--- src/hw/rtl/avbv_pkg.sv ---
// Types, constants and table functions of the ID codec.
package avbv_pkg;

    localparam int NUM_DIGITS = 6;
    localparam int RADIX      = 58;
    localparam int DIGIT_W    = 6;
    localparam int SYM_W      = 8;
    localparam int VAL_W      = 36;
    localparam int HALF_W     = VAL_W / 2;
    localparam int MASK_W     = 32;
    localparam int OFFSET_W   = 35;
    localparam int CFG_IDX_W  = 1;
    localparam int CFG_DATA_W = OFFSET_W;

    localparam logic [MASK_W-1:0]   XOR_MASK_RST   = 32'd177451812;
    localparam logic [OFFSET_W-1:0] ADD_OFFSET_RST = 35'd8728348608;

    localparam logic [CFG_IDX_W-1:0] CFG_XOR_MASK   = 1'b0;
    localparam logic [CFG_IDX_W-1:0] CFG_ADD_OFFSET = 1'b1;

    // Reciprocal division by 58: q = (x * DIV_MUL) >> DIV_SHIFT is exact for x < 2^24.
    localparam int DIV_X_W   = 24;
    localparam int DIV_M_W   = 25;
    localparam int DIV_P_W   = DIV_X_W + DIV_M_W;
    localparam int DIV_SHIFT = 30;
    localparam int DIV_Q_W   = DIV_P_W - DIV_SHIFT;
    localparam logic [DIV_M_W-1:0] DIV_MUL = 25'd18512791;
    localparam logic [DIGIT_W-1:0] RADIX_D = 6'd58;
    localparam logic [VAL_W-1:0]   RADIX_V = 36'd58;

    localparam logic [SYM_W*RADIX-1:0] ALPHABET =
        "fZodR9XQDSUm21yCkr6zBqiveYah8bt4xsWpHnJE7jL5VG3guMTKNPAwcF";

    typedef enum logic {
        CMD_ENCODE = 1'b0,
        CMD_DECODE = 1'b1
    } t_cmd;

    typedef enum logic [1:0] {
        ST_OK        = 2'd0,
        ST_BAD_SYM   = 2'd1,
        ST_UNDERFLOW = 2'd2
    } t_status;

    typedef logic [DIGIT_W-1:0] t_digit;

    // Work item between digit steps: remaining quotient (encode) or running sum (decode).
    typedef struct packed {
        t_cmd                         cmd;
        logic                         bad;
        logic [VAL_W-1:0]             val;
        t_digit [NUM_DIGITS-1:0]      dig;
    } t_work;

    // Work item between the two halves of one digit step.
    typedef struct packed {
        t_cmd                         cmd;
        logic                         bad;
        logic [HALF_W-1:0]            hi;
        t_digit                       rem;
        logic [HALF_W-1:0]            lo;
        t_digit [NUM_DIGITS-1:0]      dig;
    } t_mid;

    typedef struct packed {
        logic [DIV_Q_W-1:0] q;
        t_digit             r;
    } t_divres;

    typedef struct packed {
        logic   hit;
        t_digit idx;
    } t_symidx;

    function automatic t_divres div58(input logic [DIV_X_W-1:0] x);
        logic [DIV_P_W-1:0] prod;
        t_divres            res;
        prod  = {{DIV_M_W{1'b0}}, x} * {{DIV_X_W{1'b0}}, DIV_MUL};
        res.q = prod[DIV_P_W-1:DIV_SHIFT];
        // The remainder is below 64, so six low bits of x - 58q are enough.
        res.r = x[DIGIT_W-1:0] - (res.q[DIGIT_W-1:0] * RADIX_D);
        return res;
    endfunction

    function automatic logic [SYM_W-1:0] sym_char(input t_digit d);
        logic [SYM_W-1:0] c;
        c = '0;
        for (int k = 0; k < RADIX; k++) begin
            if (d == DIGIT_W'(k)) begin
                c = ALPHABET[SYM_W*(RADIX-1-k) +: SYM_W];
            end
        end
        return c;
    endfunction

    function automatic t_symidx sym_lookup(input logic [SYM_W-1:0] c);
        t_symidx res;
        res = '0;
        for (int k = 0; k < RADIX; k++) begin
            if (ALPHABET[SYM_W*(RADIX-1-k) +: SYM_W] == c) begin
                res.hit = 1'b1;
                res.idx = DIGIT_W'(k);
            end
        end
        return res;
    endfunction

endpackage

--- src/hw/rtl/avbv_digit_step.sv ---
// One base-58 digit step of the codec pipeline, split over two register stages.
module avbv_digit_step
    import avbv_pkg::*;
(
    input  logic  i_clk,
    input  logic  i_rst_n,
    input  logic  i_valid,
    output logic  o_stall,
    input  t_work i_work,
    output logic  o_valid,
    input  logic  i_stall,
    output t_work o_work
);

    logic    r_va;
    logic    r_vb;
    t_mid    r_mid;
    t_mid    n_mid;
    t_work   r_work;
    t_work   n_work;
    t_divres div_a;
    t_divres div_b;
    logic    en_a;
    logic    en_b;
    t_digit  new_dig;

    // A stage moves on when it is empty or the stage after it moves on.
    assign en_b    = !r_vb || !i_stall;
    assign en_a    = !r_va || en_b;
    assign o_stall = !en_a;
    assign o_valid = r_vb;
    assign o_work  = r_work;

    // First half: for encode, divide the upper half of the value by 58; decode passes it through.
    always_comb begin
        div_a     = div58({{(DIV_X_W-HALF_W){1'b0}}, i_work.val[VAL_W-1:HALF_W]});
        n_mid.cmd = i_work.cmd;
        n_mid.bad = i_work.bad;
        n_mid.lo  = i_work.val[HALF_W-1:0];
        n_mid.dig = i_work.dig;
        if (i_work.cmd == CMD_ENCODE) begin
            n_mid.hi  = div_a.q[HALF_W-1:0];
            n_mid.rem = div_a.r;
        end else begin
            n_mid.hi  = i_work.val[VAL_W-1:HALF_W];
            n_mid.rem = '0;
        end
    end

    // Second half: finish the division, or fold one decode digit in by Horner's rule.
    always_comb begin
        div_b      = div58({r_mid.rem, r_mid.lo});
        n_work.cmd = r_mid.cmd;
        n_work.bad = r_mid.bad;
        if (r_mid.cmd == CMD_ENCODE) begin
            n_work.val = {r_mid.hi, div_b.q[HALF_W-1:0]};
            new_dig    = div_b.r;
        end else begin
            n_work.val = ({r_mid.hi, r_mid.lo} * RADIX_V)
                         + {{(VAL_W-DIGIT_W){1'b0}}, r_mid.dig[NUM_DIGITS-1]};
            new_dig    = '0;
        end
        n_work.dig = {r_mid.dig[NUM_DIGITS-2:0], new_dig};
    end

    always_ff @(posedge i_clk) begin
        if (!i_rst_n) begin
            r_va <= 1'b0;
            r_vb <= 1'b0;
        end else begin
            if (en_a) begin
                r_va <= i_valid;
            end
            if (en_b) begin
                r_vb <= r_va;
            end
        end
    end

    always_ff @(posedge i_clk) begin
        if (en_a && i_valid) begin
            r_mid <= n_mid;
        end
        if (en_b && r_va) begin
            r_work <= n_work;
        end
    end

endmodule

--- config.mk ---
export PLATFORM = sky130hd
export DESIGN_NAME = avbv_digit_step
export DESIGN_NICKNAME = d
export VERILOG_FILES = /design/src/hw/rtl/avbv_pkg.sv /design/src/hw/rtl/avbv_digit_step.sv
export SDC_FILE = /design/constraint.sdc
export NUM_CORES = 1
export LEC_CHECK = 0
export BUFFER_PORTS_ARGS = -buffer_cell sky130_fd_sc_hd__buf_2
export CAP_MARGIN = 10
export CELL_PAD_IN_SITES_DETAIL_PLACEMENT = 0
export CELL_PAD_IN_SITES_GLOBAL_PLACEMENT = 1
export CORE_ASPECT_RATIO = 1.2
export CORE_MARGIN = 10
export CORE_UTILIZATION = 37
export CTS_CLUSTER_SIZE = 14
export DETAILED_ROUTE_END_ITERATION = 10
export PLACE_DENSITY = 0.74
export SYNTH_ARGS = -nofsm -noshare
export SYNTH_HDL_FRONTEND = slang
export SYNTH_SLANG_ARGS = --single-unit
--- constraint.sdc ---
create_clock -name i_clk -period 13.25 [get_ports i_clk]
set_input_delay 1.9875 -clock i_clk [delete_from_list [all_inputs] [get_ports i_clk]]
set_output_delay 1.9875 -clock i_clk [all_outputs]
set_load 0.005 [all_outputs]
==> impl_metrics.ini, run 1 <==
[yosys]
synth.area.mux_share_pct = 0.5689
synth_commonest_cells = 818 x inv_1, 473 x ha_1, 464 x fa_1
synth_compound_area_share_pct = 8.160
ys_ff_latch = 156
synth_cell_types = 88
ys.flop_type = edfxtp_1
synth_area_leaders = fa_1 33%, ha_1 21%, edfxtp_1 16%, inv_1 11%, xnor2_1 2.0%
yosys.area_share.simple_pct = 6.365
yosysWarnings = 0
synthCells = 2719
yosysTopAreaCell = fa_1
synth_top_area_share_pct = 33.00
synthesis.area_sq_um = 28150
synth_nets = 3734
async_flop_share_pct = 0
yosysSeqAreaShare_pct = 16.57
synth_top_family_by_area = adder cells
synth_fa_ha_area_share_pct = 54.02
synth_edf_count = 154
synth_area_per_cell_sq_um = 10.35
synth_xor_area_share_pct = 3.053
yosys.cell_count.top_type = inv_1

[routing]
dr_total_vias = 18783
post_drt_wl_per_cell_um = 19.46
drtIter0Drc = 881
drc = 0
ant_nets = 0
drtPass1Iterations = 5
totalWireLength_um = 75740
vias_per_cell = 4.825

[placed_design]
place.gp.congestion = 0.9578
pre_cts_ws_ps = 3450
dp_hpwl_um = 67120
io_buffers = 153

[worst_setup_path]
critical-path-slowest-cell = fa_1
end_kind = flop
slowest_delay_ps = 780
cp_data_arrival_time_ps = 9610
required_ps = 13490
path_class = reg -> reg
cp_max_fo = 9
worst_path_most_repeated_cell = fa_1
start_kind = flop

[grt]
grt_pass1_wl_um = 117700
grtUsageTotal_pct = 17.75
grt_max_degree = 51
grt-busiest-layer = met2
first_global_vias = 20130
gr-usage-met1_pct = 21.03
grt_use_met2_pct = 31.78
grt_overflow = 0
antenna_found_initial = 3
met3_usage_pct = 2.502

[clock_tree]
clk_pin_slew_ps = 70
tritoncts = yes
ctsHoldBuffers = 0
post_cts_buffers = 0
ctsRootBufferMaster = clkbuf_16
clock-sinks = 156
insertion_delay_ps = 490
cts_buffer_depth = 2
numCtsBuffers = 17
cts_resized = 0
cts_max_level = 4

[sta]
rsz0062_at_grt = false
fin_tns_setup_ps = 0
min_period_over_period_pct = 70.72
worst_pin_slew_ps = 929.2
fmax_mhz = 106.7
setup_viol = 0
fin_crit_ps = 9370
layout_setup_ws_ps = 3880
fin_worst_skew_ps = 10.71
finalHoldViolCount = 0
max_slew_margin_pct = 38.05
slew_viol_final = 0

[finish]
final_layout_size_suffix_gt1_share_pct = 8.284
utilization_pct = 40.82
syn_to_final_growth_pct = 9.156
antennaDiodeCount = 0
layout.nets = 3887

[floorplanning]
die_x_um = 271.8
ios = 154
start_util_pct = 37.39
die_h_um = 322.2
coreArea_sq_um = 75280
dieArea_sq_um = 87560
core.rowCount = 110

[hold_path]
hold_class = reg -> reg

[status]
outcome = completed

[job]
maxCapViolCount = 0
==> registers in the layout, indices dropped and copies added, names as in the netlist <==
signal and flops:
n_work 32, o_valid 1, o_work 74, r_mid 48, r_va 1
==> layout make-up <==
| cell class | instances | area (sq um) |
|---|---|---|
| multi-input cells | 1720 | 20330 |
| clock inverters | 15 | 161.4 |
| flip-flops and latches | 156 | 4664 |
| repair buffers | 159 | 810.8 |
| fillers | 7510 | 44560 |
| well taps | 1008 | 1261 |
| clock buffers | 17 | 425.4 |
| inverters | 818 | 3070 |
==> final timing paths <==
kind | from | to | slack [ps] | depth (start not counted)
hold / removal | n_work[10]$_DFFE_PP_ | o_work[10]$_DFFE_PP_ | 420 | 0
hold reg to reg | n_work[10]$_DFFE_PP_ | o_work[10]$_DFFE_PP_ | 420 | 0
setup reg to reg | r_mid[43]$_DFFE_PP_ | o_work[5]$_SDFFCE_PP0P_ | 3880 | 29
setup / recovery | r_mid[43]$_DFFE_PP_ | o_work[5]$_SDFFCE_PP0P_ | 3880 | 29
==> critical path: cells and delay by family (launching register included) <==
kind                     cells  cell delay (ps)
adder cells (fa/ha/maj)     11             4960
AO/OA/AOI/OAI                6             1650
buffers and inverters        6              510
XOR/XNOR                     4             1040
AND/OR/NAND/NOR              1              170
multiplexers                 1              130
flip-flops                   1              680
==> metal layers <==
layer	wire length (um)	vias to the layer above
li1	-	8957
met1	31360	9366
met2	38860	337
met3	2438	117
met4	3031	6
met5	48	-
==> cell usage in the layout (no fill, tap or decap), types with 5 or more instances in the layout <==
| master | instances |
|---|---|
| or3_1 | 9 |
| nor3b_1 | 9 |
| nand4b_1 | 5 |
| o21a_1 | 16 |
| nor2b_1 | 8 |
| o211ai_1 | 6 |
| a211oi_1 | 15 |
| a21o_1 | 66 |
| and4_1 | 5 |
| nand3_1 | 31 |
| nand2_1 | 71 |
| nor3_1 | 30 |
| inv_1 | 818 |
| a21oi_1 | 81 |
| xnor2_1 | 64 |
| nor4_1 | 10 |
| a31oi_1 | 7 |
| buf_4 | 6 |
| xor2_1 | 29 |
| ha_1 | 473 |
| buf_2 | 153 |
| nor2_1 | 82 |
| or2_2 | 15 |
| nand2b_1 | 9 |
| fa_1 | 464 |
| o21ai_0 | 55 |
| nand4_1 | 12 |
| o21bai_1 | 7 |
| clkbuf_16 | 17 |
| mux2_2 | 8 |
| and2_1 | 12 |
| edfxtp_1 | 154 |
| mux2i_1 | 7 |
| o2111ai_1 | 5 |
| and3_1 | 13 |
| o31ai_1 | 11 |
==> cells by family (layout without fill, tap and decap cells) <==
kind of cell    Yosys count  count (layout)
fa+ha+maj               937             937
flops                   156             156
xor+xnor                 95              95
compound gates          332             332
buf+inv                 843            1009
mux                      15              15
simple gates            341             341
==> through the flow <==
stage | instance area, sq um | instances | hold WS (ps)
floorplan | 28150 | 2719 | 400.3
global placement | 30140 | 3861 | 400.3
detailed placement | 30140 | 3861 | 404.5
CTS | 30730 | 3893 | 417.3
global route | 30730 | 3893 | 422.3
finish | 30730 | 3893 | 416.1
Power of run 1 is not shown: default switching activity piles up to over one toggle a cycle in this logic, so the estimate is an artifact.
==> inputs of run 2 (changes only) <==
--- a/config.mk
+++ b/config.mk
@@ -5,6 +5,7 @@
 export SDC_FILE = /design/constraint.sdc
 export NUM_CORES = 1
 export LEC_CHECK = 0
+export ABC_AREA = 1
 export BUFFER_PORTS_ARGS = -buffer_cell sky130_fd_sc_hd__buf_2
 export CAP_MARGIN = 10
 export CELL_PAD_IN_SITES_DETAIL_PLACEMENT = 0
@@ -14,7 +15,7 @@
 export CORE_UTILIZATION = 37
 export CTS_CLUSTER_SIZE = 14
 export DETAILED_ROUTE_END_ITERATION = 10
-export PLACE_DENSITY = 0.74
+export PLACE_DENSITY = 0.76
 export SYNTH_ARGS = -nofsm -noshare
 export SYNTH_HDL_FRONTEND = slang
 export SYNTH_SLANG_ARGS = --single-unit
==> constraint.sdc (replaced) <==
create_clock -name i_clk -period 9.56 [get_ports i_clk]
set_input_delay 1.434 -clock i_clk [delete_from_list [all_inputs] [get_ports i_clk]]
set_output_delay 1.434 -clock i_clk [all_outputs]
set_load 0.005 [all_outputs]
==> run 2 against run 1 <==
Compared with the run above:
- routed wire length increased by 13%
- cell count increased by 17%
- global-route usage is 1.3 points higher
- setup slack lost 3300 ps
- register-to-register slack got worse by 3300 ps
- non-clock buffer count increased by 2
- sequential cell count is the same
- die area rose by 4.9%
- sequential share of layout area shrank 0.73 points
- fmax up 4.2%
- synthesized cell count up 23%
- area after synthesis rose by 5.3%
- highest routed layer unchanged
==> impl_metrics.ini, run 2 <==
[finish]
fin_cells = 4547
final_common_cell = inv_1
layout_common_cells = 1003 x inv_1, 508 x nand2_1, 473 x ha_1
layout.nets = 4514
final_layout_size_suffix_gt1_share_pct = 8.628
antennaDiodeCount = 0
syn_to_final_growth_pct = 8.910
largest_register_ffs = 74
fillCellCount = 8080

[grt]
grt_overflow = 0
grt_max_degree = 56
grtUsageTotal_pct = 19.01
antenna_found_initial = 5
grt_pass1_wl_um = 134200
first_global_vias = 23544

[worst_setup_path]
end_kind = flop
r2r_start = r_mid[42]$_DFFE_PP_
path_buf_inv = 6
start_kind = flop
path_class = reg -> reg
rrSetupSlack_ps = 560
cp_data_arrival_time_ps = 9210
worst_path_most_repeated_cell = fa_1
slowest_delay_ps = 880
critical_path.top_delay_family = adder cells
cp_max_fo = 11
required_ps = 9780
critical-path-slowest-cell = fa_1
worstSetupStartpoint = r_mid[42]$_DFFE_PP_

[routing]
drc = 0
vias_per_cell = 4.773
dr_total_vias = 21703
drtPass1Iterations = 5
ant_nets = 0
totalWireLength_um = 85360
post_drt_wl_per_cell_um = 18.77
drtIter0Drc = 1216

[floorplanning]
die_h_um = 330.1
dieArea_sq_um = 91890
start_util_pct = 37.37
core.rowCount = 113
ios = 154
coreArea_sq_um = 79320
die_x_um = 278.4

[placed_design]
io_buffers = 153
dp_hpwl_um = 75810
place_inst = 4515
pre_cts_ws_ps = 513.8
place.gp.congestion = 0.9838

[yosys]
yosysSeqAreaShare_pct = 15.74
synthesis.area_sq_um = 29640
yosysWarnings = 0
synth_nets = 4348
synth_cell_types = 51
synth_edf_count = 154
synthCells = 3333
async_flop_share_pct = 0
synth_top_area_share_pct = 31.34
synth_area_leaders = fa_1 31%, ha_1 20%, edfxtp_1 16%, inv_1 13%, nand2_1 6.4%
ys.flop_type = edfxtp_1
yosysTopAreaCell = fa_1
ys_ff_latch = 156
synth_commonest_cells = 1004 x inv_1, 508 x nand2_1, 473 x ha_1
synth_area_per_cell_sq_um = 8.894
yosys.cell_count.top_type = inv_1

[sta]
layout_setup_ws_ps = 564.7
fin_tns_setup_ps = 0
min_period_over_period_pct = 94.09
rsz0062_at_grt = false
finalHoldViolCount = 0
max_slew_margin_pct = 34.87
worst_pin_slew_ps = 977.0
slew_viol_final = 0
setup_viol = 0
fmax_mhz = 111.2
fin_crit_ps = 8995
fin_worst_skew_ps = 24.89

[clock_tree]
cts_resized = 0
ctsHoldBuffers = 0
post_cts_buffers = 0
numCtsBuffers = 17
cts_max_level = 4
clock-sinks = 156
tritoncts = yes
cts_buffer_depth = 2
insertion_delay_ps = 480
ctsRootBufferMaster = clkbuf_16
clk_pin_slew_ps = 70

[job]
maxCapViolCount = 0

[hold_path]
hold_class = reg -> reg
holdCritStartpoint = n_work[27]$_DFFE_PP_

[status]
outcome = completed
-- run 2: cell families (layout without fill, tap and decap cells) --
group | Yosys count | count (layout) | synth area share [%]
XOR/XNOR | 47 | 47 | 1.414
buffers and inverters | 1039 | 1218 | 13.19
adder cells (fa/ha/maj) | 937 | 937 | 51.30
flip-flops | 156 | 156 | 15.74
AND/OR/NAND/NOR | 874 | 874 | 13.08
AO/OA/AOI/OAI | 280 | 280 | 5.276
-- run 2: metal layers --
metal	GRT usage [%]	share of wire [%]
met1	22.33	41
met2	34.76	51
met3	2.231	3.4
met4	7.792	4.2
met5	0	0.040
-- run 2: path summary, 6_finish.rpt --
check                            endpoint  cells past startpoint
setup reg to reg  o_work[5]$_SDFFCE_PP0P_                     30
setup / recovery  o_work[5]$_SDFFCE_PP0P_                     30
hold / removal       o_work[27]$_DFFE_PP_                      0
hold reg to reg      o_work[27]$_DFFE_PP_                      0
-- run 2: through the flow --
step           util, %  hold slack [ps]  area (sq um)
2_1_floorplan        -            400.3         29640
3_3_place_gp     39.98            400.7         31710
3_5_place_dp     39.98            404.5         31710
4_1_cts          40.69            411.2         32280
5_1_grt          40.70            423.5         32280
6_report         40.70            414.2         32280
-- run 2: cell type report --
type,count,area (sq um),area share [%]
clock buffer,18,429.2,1.329
clock inverter,14,133.9,0.4147
inverter,1025,3849,11.92
tap,1035,1295,4.011
sequential,156,4664,14.45
multi-input combinational,2138,21090,65.32
timing repair buffer,161,825.8,2.558
Power of run 2 is left out for the same reason.
